==> src/hdl/adrl_pkg.sv <==
// ============================================================================
// adrl_pkg
// Shared types and constants for the acceleration/deceleration ramp limiter.
// ============================================================================
package adrl_pkg;

    // Value format: two's complement with 8 fraction bits.
    localparam int VALUE_W   = 24;
    // Rates and the near-zero zone are unsigned, one bit narrower.
    localparam int RATE_W    = VALUE_W - 1;
    // Elapsed milliseconds saturate at 2**ELAPSED_W - 1.
    localparam int ELAPSED_W = 15;
    localparam int TIME_W    = 32;
    // A scaled step is rate times elapsed count.
    localparam int STEP_W    = RATE_W + ELAPSED_W;
    // Distance between two values needs one extra bit.
    localparam int DIST_W    = VALUE_W + 1;
    localparam int CFG_IDX_W = 3;

    localparam logic [ELAPSED_W-1:0] MAX_ELAPSED = {ELAPSED_W{1'b1}};

    // Configuration register indexes.
    typedef enum logic [CFG_IDX_W-1:0] {
        REG_ACCEL_RATE      = 3'd0,
        REG_DECEL_RATE      = 3'd1,
        REG_NEAR_ZONE       = 3'd2,
        REG_NEAR_ACCEL_RATE = 3'd3,
        REG_NEAR_DECEL_RATE = 3'd4,
        REG_DRIVE_MODE      = 3'd5
    } cfg_reg_t;

    // Drive mode codes.
    localparam logic MODE_TIME = 1'b0;
    localparam logic MODE_CALL = 1'b1;

    // Configuration register set as seen by the datapath.
    typedef struct packed {
        logic [RATE_W-1:0] accel_rate;
        logic [RATE_W-1:0] decel_rate;
        logic [RATE_W-1:0] near_zone;
        logic [RATE_W-1:0] near_accel_rate;
        logic [RATE_W-1:0] near_decel_rate;
        logic              drive_mode;
    } cfg_t;

    // Step sizes handed from the step unit to the ramp unit.
    typedef struct packed {
        logic [STEP_W-1:0] acc_step;
        logic [STEP_W-1:0] dec_step;
        logic              time_update;
    } step_t;

    // Magnitude of a signed value, as an unsigned value of the same width.
    function automatic logic [VALUE_W-1:0] value_mag(input logic [VALUE_W-1:0] v);
        logic [VALUE_W-1:0] r;
        r = v[VALUE_W-1] ? (~v + {{(VALUE_W-1){1'b0}}, 1'b1}) : v;
        return r;
    endfunction

endpackage

==> src/hdl/adrl_cfg.sv <==
// ============================================================================
// adrl_cfg
// Configuration register file written through a plain write port.
// ============================================================================
module adrl_cfg (
    input  logic                           clk,
    input  logic                           rst_n,
    input  logic                           cfg_wr_en,
    input  logic [adrl_pkg::CFG_IDX_W-1:0] cfg_index,
    input  logic [adrl_pkg::RATE_W-1:0]    cfg_data,
    output adrl_pkg::cfg_t                 cfg
);
    import adrl_pkg::*;

    cfg_t cfg_reg;
    cfg_t cfg_next;

    // Decode the register index; unknown indexes leave the set unchanged.
    always_comb
    begin
        cfg_next = cfg_reg;
        if (cfg_wr_en)
        begin
            case (cfg_index)
                REG_ACCEL_RATE:      cfg_next.accel_rate      = cfg_data;
                REG_DECEL_RATE:      cfg_next.decel_rate      = cfg_data;
                REG_NEAR_ZONE:       cfg_next.near_zone       = cfg_data;
                REG_NEAR_ACCEL_RATE: cfg_next.near_accel_rate = cfg_data;
                REG_NEAR_DECEL_RATE: cfg_next.near_decel_rate = cfg_data;
                REG_DRIVE_MODE:      cfg_next.drive_mode      = cfg_data[0];
                default:             cfg_next = cfg_reg;
            endcase
        end
    end

    always_ff @(posedge clk or negedge rst_n)
    begin
        if (!rst_n)
        begin
            cfg_reg <= '0;
        end
        else
        begin
            cfg_reg <= cfg_next;
        end
    end

    assign cfg = cfg_reg;

endmodule

==> src/hdl/adrl_step.sv <==
// ============================================================================
// adrl_step
// Chooses the rate pair and scales it by the elapsed milliseconds.
// ============================================================================
module adrl_step (
    input  adrl_pkg::cfg_t                cfg,
    input  logic [adrl_pkg::VALUE_W-1:0]  last_output,
    input  logic [adrl_pkg::TIME_W-1:0]   last_time,
    input  logic [adrl_pkg::TIME_W-1:0]   now_ms,
    output adrl_pkg::step_t               step
);
    import adrl_pkg::*;

    logic [VALUE_W-1:0]   last_mag;
    logic                 near;
    logic [RATE_W-1:0]    acc_rate;
    logic [RATE_W-1:0]    dec_rate;
    logic [TIME_W-1:0]    elapsed_full;
    logic                 advanced;
    logic [ELAPSED_W-1:0] elapsed;
    logic [STEP_W-1:0]    acc_prod;
    logic [STEP_W-1:0]    dec_prod;

    // Near-zero zone selects the alternate rate pair.
    assign last_mag = value_mag(last_output);
    assign near     = last_mag < {1'b0, cfg.near_zone};
    assign acc_rate = near ? cfg.near_accel_rate : cfg.accel_rate;
    assign dec_rate = near ? cfg.near_decel_rate : cfg.decel_rate;

    // Elapsed time, saturated; time counts as advanced only on a strict increase.
    assign elapsed_full = now_ms - last_time;
    assign advanced     = now_ms > last_time;
    assign elapsed      = (elapsed_full > {{(TIME_W-ELAPSED_W){1'b0}}, MAX_ELAPSED})
                          ? MAX_ELAPSED : elapsed_full[ELAPSED_W-1:0];

    assign acc_prod = {{ELAPSED_W{1'b0}}, acc_rate} * {{RATE_W{1'b0}}, elapsed};
    assign dec_prod = {{ELAPSED_W{1'b0}}, dec_rate} * {{RATE_W{1'b0}}, elapsed};

    // Per-call mode uses the bare rate; a stalled clock gives a zero step.
    always_comb
    begin
        if (cfg.drive_mode == MODE_CALL)
        begin
            step.acc_step    = {{ELAPSED_W{1'b0}}, acc_rate};
            step.dec_step    = {{ELAPSED_W{1'b0}}, dec_rate};
            step.time_update = 1'b1;
        end
        else if (advanced)
        begin
            step.acc_step    = acc_prod;
            step.dec_step    = dec_prod;
            step.time_update = 1'b1;
        end
        else
        begin
            step.acc_step    = '0;
            step.dec_step    = '0;
            step.time_update = 1'b0;
        end
    end

endmodule

==> src/hdl/adrl_ramp.sv <==
// ============================================================================
// adrl_ramp
// Moves the previous output toward the target by one limited step.
// ============================================================================
module adrl_ramp (
    input  logic [adrl_pkg::VALUE_W-1:0] target,
    input  logic [adrl_pkg::VALUE_W-1:0] last_output,
    input  adrl_pkg::step_t              step,
    output logic [adrl_pkg::VALUE_W-1:0] result
);
    import adrl_pkg::*;

    logic [DIST_W-1:0]  diff;
    logic [DIST_W-1:0]  distance;
    logic               tgt_above;
    logic [VALUE_W-1:0] tgt_mag;
    logic [VALUE_W-1:0] out_mag;
    logic               tgt_neg;
    logic               tgt_zero;
    logic               out_neg;
    logic               out_zero;
    logic               same_side;
    logic               grow;
    logic [STEP_W-1:0]  step_sel;
    logic               snap;
    logic [DIST_W-1:0]  out_ext;
    logic [DIST_W-1:0]  moved;

    // Signed distance between target and previous output.
    assign diff      = {target[VALUE_W-1], target} - {last_output[VALUE_W-1], last_output};
    assign distance  = diff[DIST_W-1] ? (~diff + {{(DIST_W-1){1'b0}}, 1'b1}) : diff;
    assign tgt_above = !diff[DIST_W-1] && (diff != '0);

    // Magnitude grows only when both lie on the same side of zero.
    assign tgt_mag   = value_mag(target);
    assign out_mag   = value_mag(last_output);
    assign tgt_neg   = target[VALUE_W-1];
    assign out_neg   = last_output[VALUE_W-1];
    assign tgt_zero  = target == '0;
    assign out_zero  = last_output == '0;
    assign same_side = (!tgt_neg && !tgt_zero && !out_neg) || (tgt_neg && (out_neg || out_zero));
    assign grow      = same_side && (tgt_mag > out_mag);

    // Snap to the target once within one step, else take one step toward it.
    assign step_sel = grow ? step.acc_step : step.dec_step;
    assign snap     = {{(STEP_W-DIST_W){1'b0}}, distance} <= step_sel;
    assign out_ext  = {last_output[VALUE_W-1], last_output};
    assign moved    = tgt_above ? (out_ext + step_sel[DIST_W-1:0])
                                : (out_ext - step_sel[DIST_W-1:0]);
    assign result   = snap ? target : moved[VALUE_W-1:0];

endmodule

==> src/hdl/accel_decel_ramp_limiter_unit.sv <==
// ============================================================================
// accel_decel_ramp_limiter_unit
// Asymmetric slew-rate limiter with near-zero rates and time scaling.
// ============================================================================
// Usage:
//   Input channel (in_valid/in_stall) carries now_ms and target; each
//   transaction yields exactly one output transaction (out_valid/out_stall)
//   carrying smoothed. Configuration registers are written through
//   cfg_wr_en/cfg_index/cfg_data while no transaction is in flight.
//   A transaction accepted is captured in the input register, and its
//   result is loaded into the output register once that register is free,
//   which raises out_valid.
//   One transaction per cycle while the receiver does not stall. Step
//   selection, the rate-by-elapsed-time multiply and the ramp compare-select
//   are combinational between the input and output registers, and the stored
//   output and timestamp are updated in the same cycle as the output register.
//   When the receiver stalls, the result stays in the output register and
//   the input register may still hold one more transaction; in_stall rises
//   only when both are full.
//   Reset clears the configuration, the stored output and the stored
//   timestamp to zero, and empties both registers.
// ============================================================================
module accel_decel_ramp_limiter_unit (
    input  logic                           clk,
    input  logic                           rst_n,
    input  logic                           in_valid,
    output logic                           in_stall,
    input  logic [adrl_pkg::TIME_W-1:0]    now_ms,
    input  logic signed [adrl_pkg::VALUE_W-1:0] target,
    output logic                           out_valid,
    input  logic                           out_stall,
    output logic signed [adrl_pkg::VALUE_W-1:0] smoothed,
    input  logic                           cfg_wr_en,
    input  logic [adrl_pkg::CFG_IDX_W-1:0] cfg_index,
    input  logic [adrl_pkg::RATE_W-1:0]    cfg_data
);
    import adrl_pkg::*;

    cfg_t               cfg;
    step_t              step;
    logic [VALUE_W-1:0] ramp_result;

    logic               in_valid_reg;
    logic               in_valid_next;
    logic [TIME_W-1:0]  now_reg;
    logic [VALUE_W-1:0] target_reg;
    logic               out_valid_reg;
    logic               out_valid_next;
    logic [VALUE_W-1:0] smoothed_reg;
    logic [VALUE_W-1:0] last_output_reg;
    logic [VALUE_W-1:0] last_output_next;
    logic [TIME_W-1:0]  last_time_reg;
    logic [TIME_W-1:0]  last_time_next;

    logic               out_free;
    logic               advance;
    logic               in_take;

    adrl_cfg u_cfg (
        .clk       (clk),
        .rst_n     (rst_n),
        .cfg_wr_en (cfg_wr_en),
        .cfg_index (cfg_index),
        .cfg_data  (cfg_data),
        .cfg       (cfg)
    );

    adrl_step u_step (
        .cfg         (cfg),
        .last_output (last_output_reg),
        .last_time   (last_time_reg),
        .now_ms      (now_reg),
        .step        (step)
    );

    adrl_ramp u_ramp (
        .target      (target_reg),
        .last_output (last_output_reg),
        .step        (step),
        .result      (ramp_result)
    );

    // Handshake: the output register frees up when empty or being drained.
    assign out_free = !out_valid_reg || !out_stall;
    assign advance  = in_valid_reg && out_free;
    assign in_stall = in_valid_reg && !out_free;
    assign in_take  = in_valid && !in_stall;

    // Next-state logic for the pipeline and the ramp state.
    always_comb
    begin
        in_valid_next    = in_take || (in_valid_reg && !advance);
        out_valid_next   = advance || (out_valid_reg && out_stall);
        last_output_next = advance ? ramp_result : last_output_reg;
        last_time_next   = (advance && step.time_update) ? now_reg : last_time_reg;
    end

    // Control and ramp state.
    always_ff @(posedge clk or negedge rst_n)
    begin
        if (!rst_n)
        begin
            in_valid_reg    <= 1'b0;
            out_valid_reg   <= 1'b0;
            last_output_reg <= '0;
            last_time_reg   <= '0;
        end
        else
        begin
            in_valid_reg    <= in_valid_next;
            out_valid_reg   <= out_valid_next;
            last_output_reg <= last_output_next;
            last_time_reg   <= last_time_next;
        end
    end

    // Payload registers.
    always_ff @(posedge clk)
    begin
        if (in_take)
        begin
            now_reg    <= now_ms;
            target_reg <= target;
        end
        if (advance)
        begin
            smoothed_reg <= ramp_result;
        end
    end

    assign out_valid = out_valid_reg;
    assign smoothed  = smoothed_reg;

endmodule
==> config.mk <==
export PLATFORM = sky130hd
export DESIGN_NAME = accel_decel_ramp_limiter_unit
export DESIGN_NICKNAME = d
export VERILOG_FILES = /design/src/hdl/adrl_pkg.sv /design/src/hdl/adrl_cfg.sv /design/src/hdl/adrl_step.sv /design/src/hdl/adrl_ramp.sv /design/src/hdl/accel_decel_ramp_limiter_unit.sv
export SDC_FILE = /design/constraint.sdc
export NUM_CORES = 2
export LEC_CHECK = 0
export ABC_AREA = 0
export BUFFER_PORTS_ARGS = -buffer_cell sky130_fd_sc_hd__buf_2
export CORE_MARGIN = 2
export CORE_UTILIZATION = 37
export CTS_CLUSTER_DIAMETER = 120
export DETAILED_ROUTE_END_ITERATION = 10
export PLACE_DENSITY = 0.51
export SLEW_MARGIN = 20
export SYNTH_ARGS = -nofsm -noshare
export SYNTH_HDL_FRONTEND = slang
export SYNTH_SLANG_ARGS = --single-unit
==> constraint.sdc <==
create_clock -name clk -period 17.06 [get_ports clk]
set_input_delay 0.853 -clock clk [delete_from_list [all_inputs] [get_ports clk]]
set_output_delay 0.853 -clock clk [all_outputs]
set_load 0.02 [all_outputs]
==> reports/results.tsv <==
stage	metric	value	unit
cts	cts_tree	yes	
sta	drv_slew	0	
floorplanning	placementRows	121	
global_route	grt_overflow	0	
global_route	antenna_found_initial	2	
setup_path	critical_path_class	reg2reg	
final_layout	largest_reg_flops	116	
outcome	run_status	complete, no violations	
setup_path	cpPeakStageDelay	0.69	ns
yosys	ys_types	83	
sta	fin_worst_skew	0.0210	ns
yosys	yosysSeqAreaShare	16.8	%
setup_path	crit_slowest_cell	or4_1	
sta	finalCritPeriodShare	85.2	%
setup_path	timing.rr.end	last_output_reg[21]$_DFFE_PN0P_	
routing	vias	32400	
setup_path	worst-path-stages	52	
sta	max_freq	68.8	MHz
global_route	grtUsageMet3	3.21	%
yosys	synth_area	40300	µm²
setup_path	rrSetupSlack	2.52	ns
yosys	synthCells	4560	
cts	clk_latency	0.61	ns
global_route	use_met1	33.6	%
cts	cts_hold_buf	0	
sta	setup_violations	0	
routing	routed_wl	130	mm
place	dp_hpwl	105	mm
setup_path	arrival	15.02	ns
floorplanning	die_w	334	µm
global_route	first_global_vias	32900	
global_route	grt_pass1_wl	202	mm
final_layout	fillers	11100	
setup_path	startpoint_type	flop	
routing	ant_nets	0	
cts	clock_path_buffers	3	
cts	cts_root_buf	clkbuf_16	
yosys	synth-seq-cells	254	
cts	cts_sinks	254	
place	portBuffers	112	
global_route	grt_max_degree	72	
min_path	hp-class	in2async	
setup_path	worst-path-buf-inv	9	
floorplanning	start_util	37.1	%
routing	wl_per_cell	21.4	µm
place	dpl_worst_slack	2.61	ns
cts	post_cts_buffers	0	
setup_path	crit_path_start	last_output_reg[3]$_DFFE_PN0P_	
yosys	avgSynthCellArea	8.83	µm²
yosys	async_reset_ff_share	68.5	%
setup_path	cp_max_fo	36	
sta	tightest_slew	1.08	ns
cts	post_cts_resized	0	
final_layout	drive_gt1_share	10.6	%
routing	viasPerCell	5.34	
run	cap_violations	0	
setup_path	reg2reg_from	last_output_reg[3]$_DFFE_PN0P_	
floorplanning	die_y	334	µm
final_layout	area_growth_syn_to_layout	8.49	%
cts	clk_pin_slew_worst_paths	0.07	ns
floorplanning	core_area	108000	µm²
floorplanning	die_area	111000	µm²
sta	hold_viol_final	0	
setup_path	cp.required	17.55	ns
cts	numCtsBuffers	30	
sta	fin_tns_setup	0	ns
setup_path	cp_top_family	simple AND/OR/NAND/NOR gates	
routing	drtIter0Drc	2450	
yosys	yosys_warnings	0	
sta	relSlewSlack	27.7	%
final_layout	fin_nets	5614	
global_route	use_met2	38.0	%
setup_path	crit_end	last_output_reg[21]$_DFFE_PN0P_	
sta	rsz0062_at_grt	false	
yosys	synth-edff-count	80	
global_route	grt.busiest_layer	met2	
floorplanning	io-pin-count	113	
routing	drc	0	
setup_path	end_kind	flop	
yosys	synth_ff_type	dfrtp_1	
cts	htreeDepth	1	
setup_path	worst-r2r-cell-count	52	
routing	drtPass1Iterations	5	
sta	fin_ws	2.52	ns
sta	fin_crit	14.54	ns
place	gp_congestion	0.901	
yosys	syn_nets	5550	
global_route	track_usage	23.6	%
==> worst register-to-register path: cells and delay by family (launching register included) <==
kind | cells | cell delay [ns]
AO/OA/AOI/OAI | 11 | 3.04
buffers and inverters | 9 | 1.25
AND/OR/NAND/NOR | 16 | 4.45
XOR/XNOR | 4 | 0.64
adder cells (fa/ha/maj) | 9 | 3.74
flip-flops | 1 | 0.46
multiplexers | 3 | 0.81
==> per-stage QoR <==
step	hold slack, ns	util, %	instance area (µm²)	std cells
after floorplan	0.457	-	40300	4560
after global placement	0.479	39.3	42600	6005
after detailed placement	0.481	39.4	42700	6006
after CTS	0.170	40.3	43700	6062
after global routing	0.199	40.3	43700	6062
final	0.190	40.3	43700	6063
==> routing by layer <==
metal / wire length (µm) / vias to the layer above
li1: - / 15000
met1: 59200 / 16400
met2: 59300 / 877
met3: 7720 / 137
met4: 3630 / 0
met5: 0 / -
==> layout make-up <==
cell class | instances | area, µm² | share of cell area, %
multi-input combinational | 3396 | 30100 | 69.0
tap | 1414 | 1770 | 4.05
clock inverter | 22 | 223 | 0.510
antenna | 1 | 2.50 | 0.00573
clock buffer | 34 | 776 | 1.78
inverter | 750 | 2820 | 6.45
timing repair buffer | 192 | 1190 | 2.72
sequential | 254 | 6760 | 15.5
==> cells in the mapped netlist (12+ instances only) <==
cell type  number  area (µm²)
xnor2_1       151        1320
buf_2          16        80.1
or2_2          27         169
xor2_1         50         438
and3_1         17         106
o31ai_1        18         135
o21a_1         34         255
nand2_1       516        1940
nor4_1         15        93.8
inv_1         749        2810
and2_1         19         119
edfxtp_1       80        2400
nor3_1         53         265
nor2_1        513        1930
nor2b_1        26         163
nand2b_1       28         175
o21ai_0       203        1020
a21oi_1       180         901
clkbuf_1      121         454
ha_1          358        4480
o21bai_1       15         113
buf_1          21        78.8
and4_1         12         105
mux2i_1        54         541
a21o_1         60         450
a31oi_1        22         138
nand4_1        31         194
fa_1          545       10900
nand3_1        52         260
dfrtp_1       174        4350
o211ai_1       28         210
a211oi_1       22         165
mux2_2        174        1960
==> cell families (layout without fill, tap and decap cells) <==
kind of cell / Yosys count / after routing / synth area share, %
buffers and inverters: 910 / 998 / 8.56
other: 0 / 1 / 0
adder cells (fa/ha/maj): 903 / 903 / 38.2
multiplexers: 232 / 232 / 6.36
AO/OA/AOI/OAI: 706 / 706 / 11.1
XOR/XNOR: 201 / 201 / 4.37
flip-flops: 254 / 254 / 16.8
AND/OR/NAND/NOR: 1354 / 1354 / 14.6
==> how the worst min path moves through the flow <==
stage / startpoint / to / slack (ns) / cells past startpoint
4_1_cts: rst_n / last_time_reg[21]$_DFFE_PN0P_ / 0.17 / 1
5_1_grt: rst_n / last_time_reg[21]$_DFFE_PN0P_ / 0.20 / 1
3_5_place_dp: now_reg[19]$_DFFE_PP_ / last_time_reg[19]$_DFFE_PN0P_ / 0.48 / 2
2_1_floorplan: in_valid_reg$_DFF_PN0_ / out_valid$_DFF_PN0_ / 0.46 / 1
6_report: rst_n / last_time_reg[21]$_DFFE_PN0P_ / 0.19 / 1
3_3_place_gp: now_reg[13]$_DFFE_PP_ / last_time_reg[13]$_DFFE_PN0P_ / 0.48 / 2
==> cell usage in the layout, fill, tap and decap left out, types with 10 or more instances in the layout <==
cell type,netlist,routed
nor3_1,53,50
buf_2,16,111
o21ai_0,203,203
and2_1,19,18
or2_2,27,27
fa_1,545,545
edfxtp_1,80,80
nand2b_1,28,28
a211oi_1,22,22
a221oi_1,11,11
o21a_1,34,34
a21o_1,60,60
or3_1,10,10
o211ai_1,28,28
nor4_1,15,15
nand3_1,52,52
nand2_1,516,516
xnor2_1,151,151
nand4_1,31,31
a21oi_1,180,180
buf_4,1,78
inv_1,749,749
o41ai_1,10,10
o31ai_1,18,18
xor2_1,50,50
ha_1,358,358
and3_1,17,17
a31oi_1,22,22
dfrtp_1,174,174
nor2_1,513,503
o21bai_1,15,15
mux2_2,174,174
mux2i_1,54,51
a31o_2,10,10
nor2b_1,26,25
clkbuf_16,0,30
and4_1,12,12
Power is not shown: default switching activity piles up to over one toggle a cycle in this logic, so the estimate is an artifact.
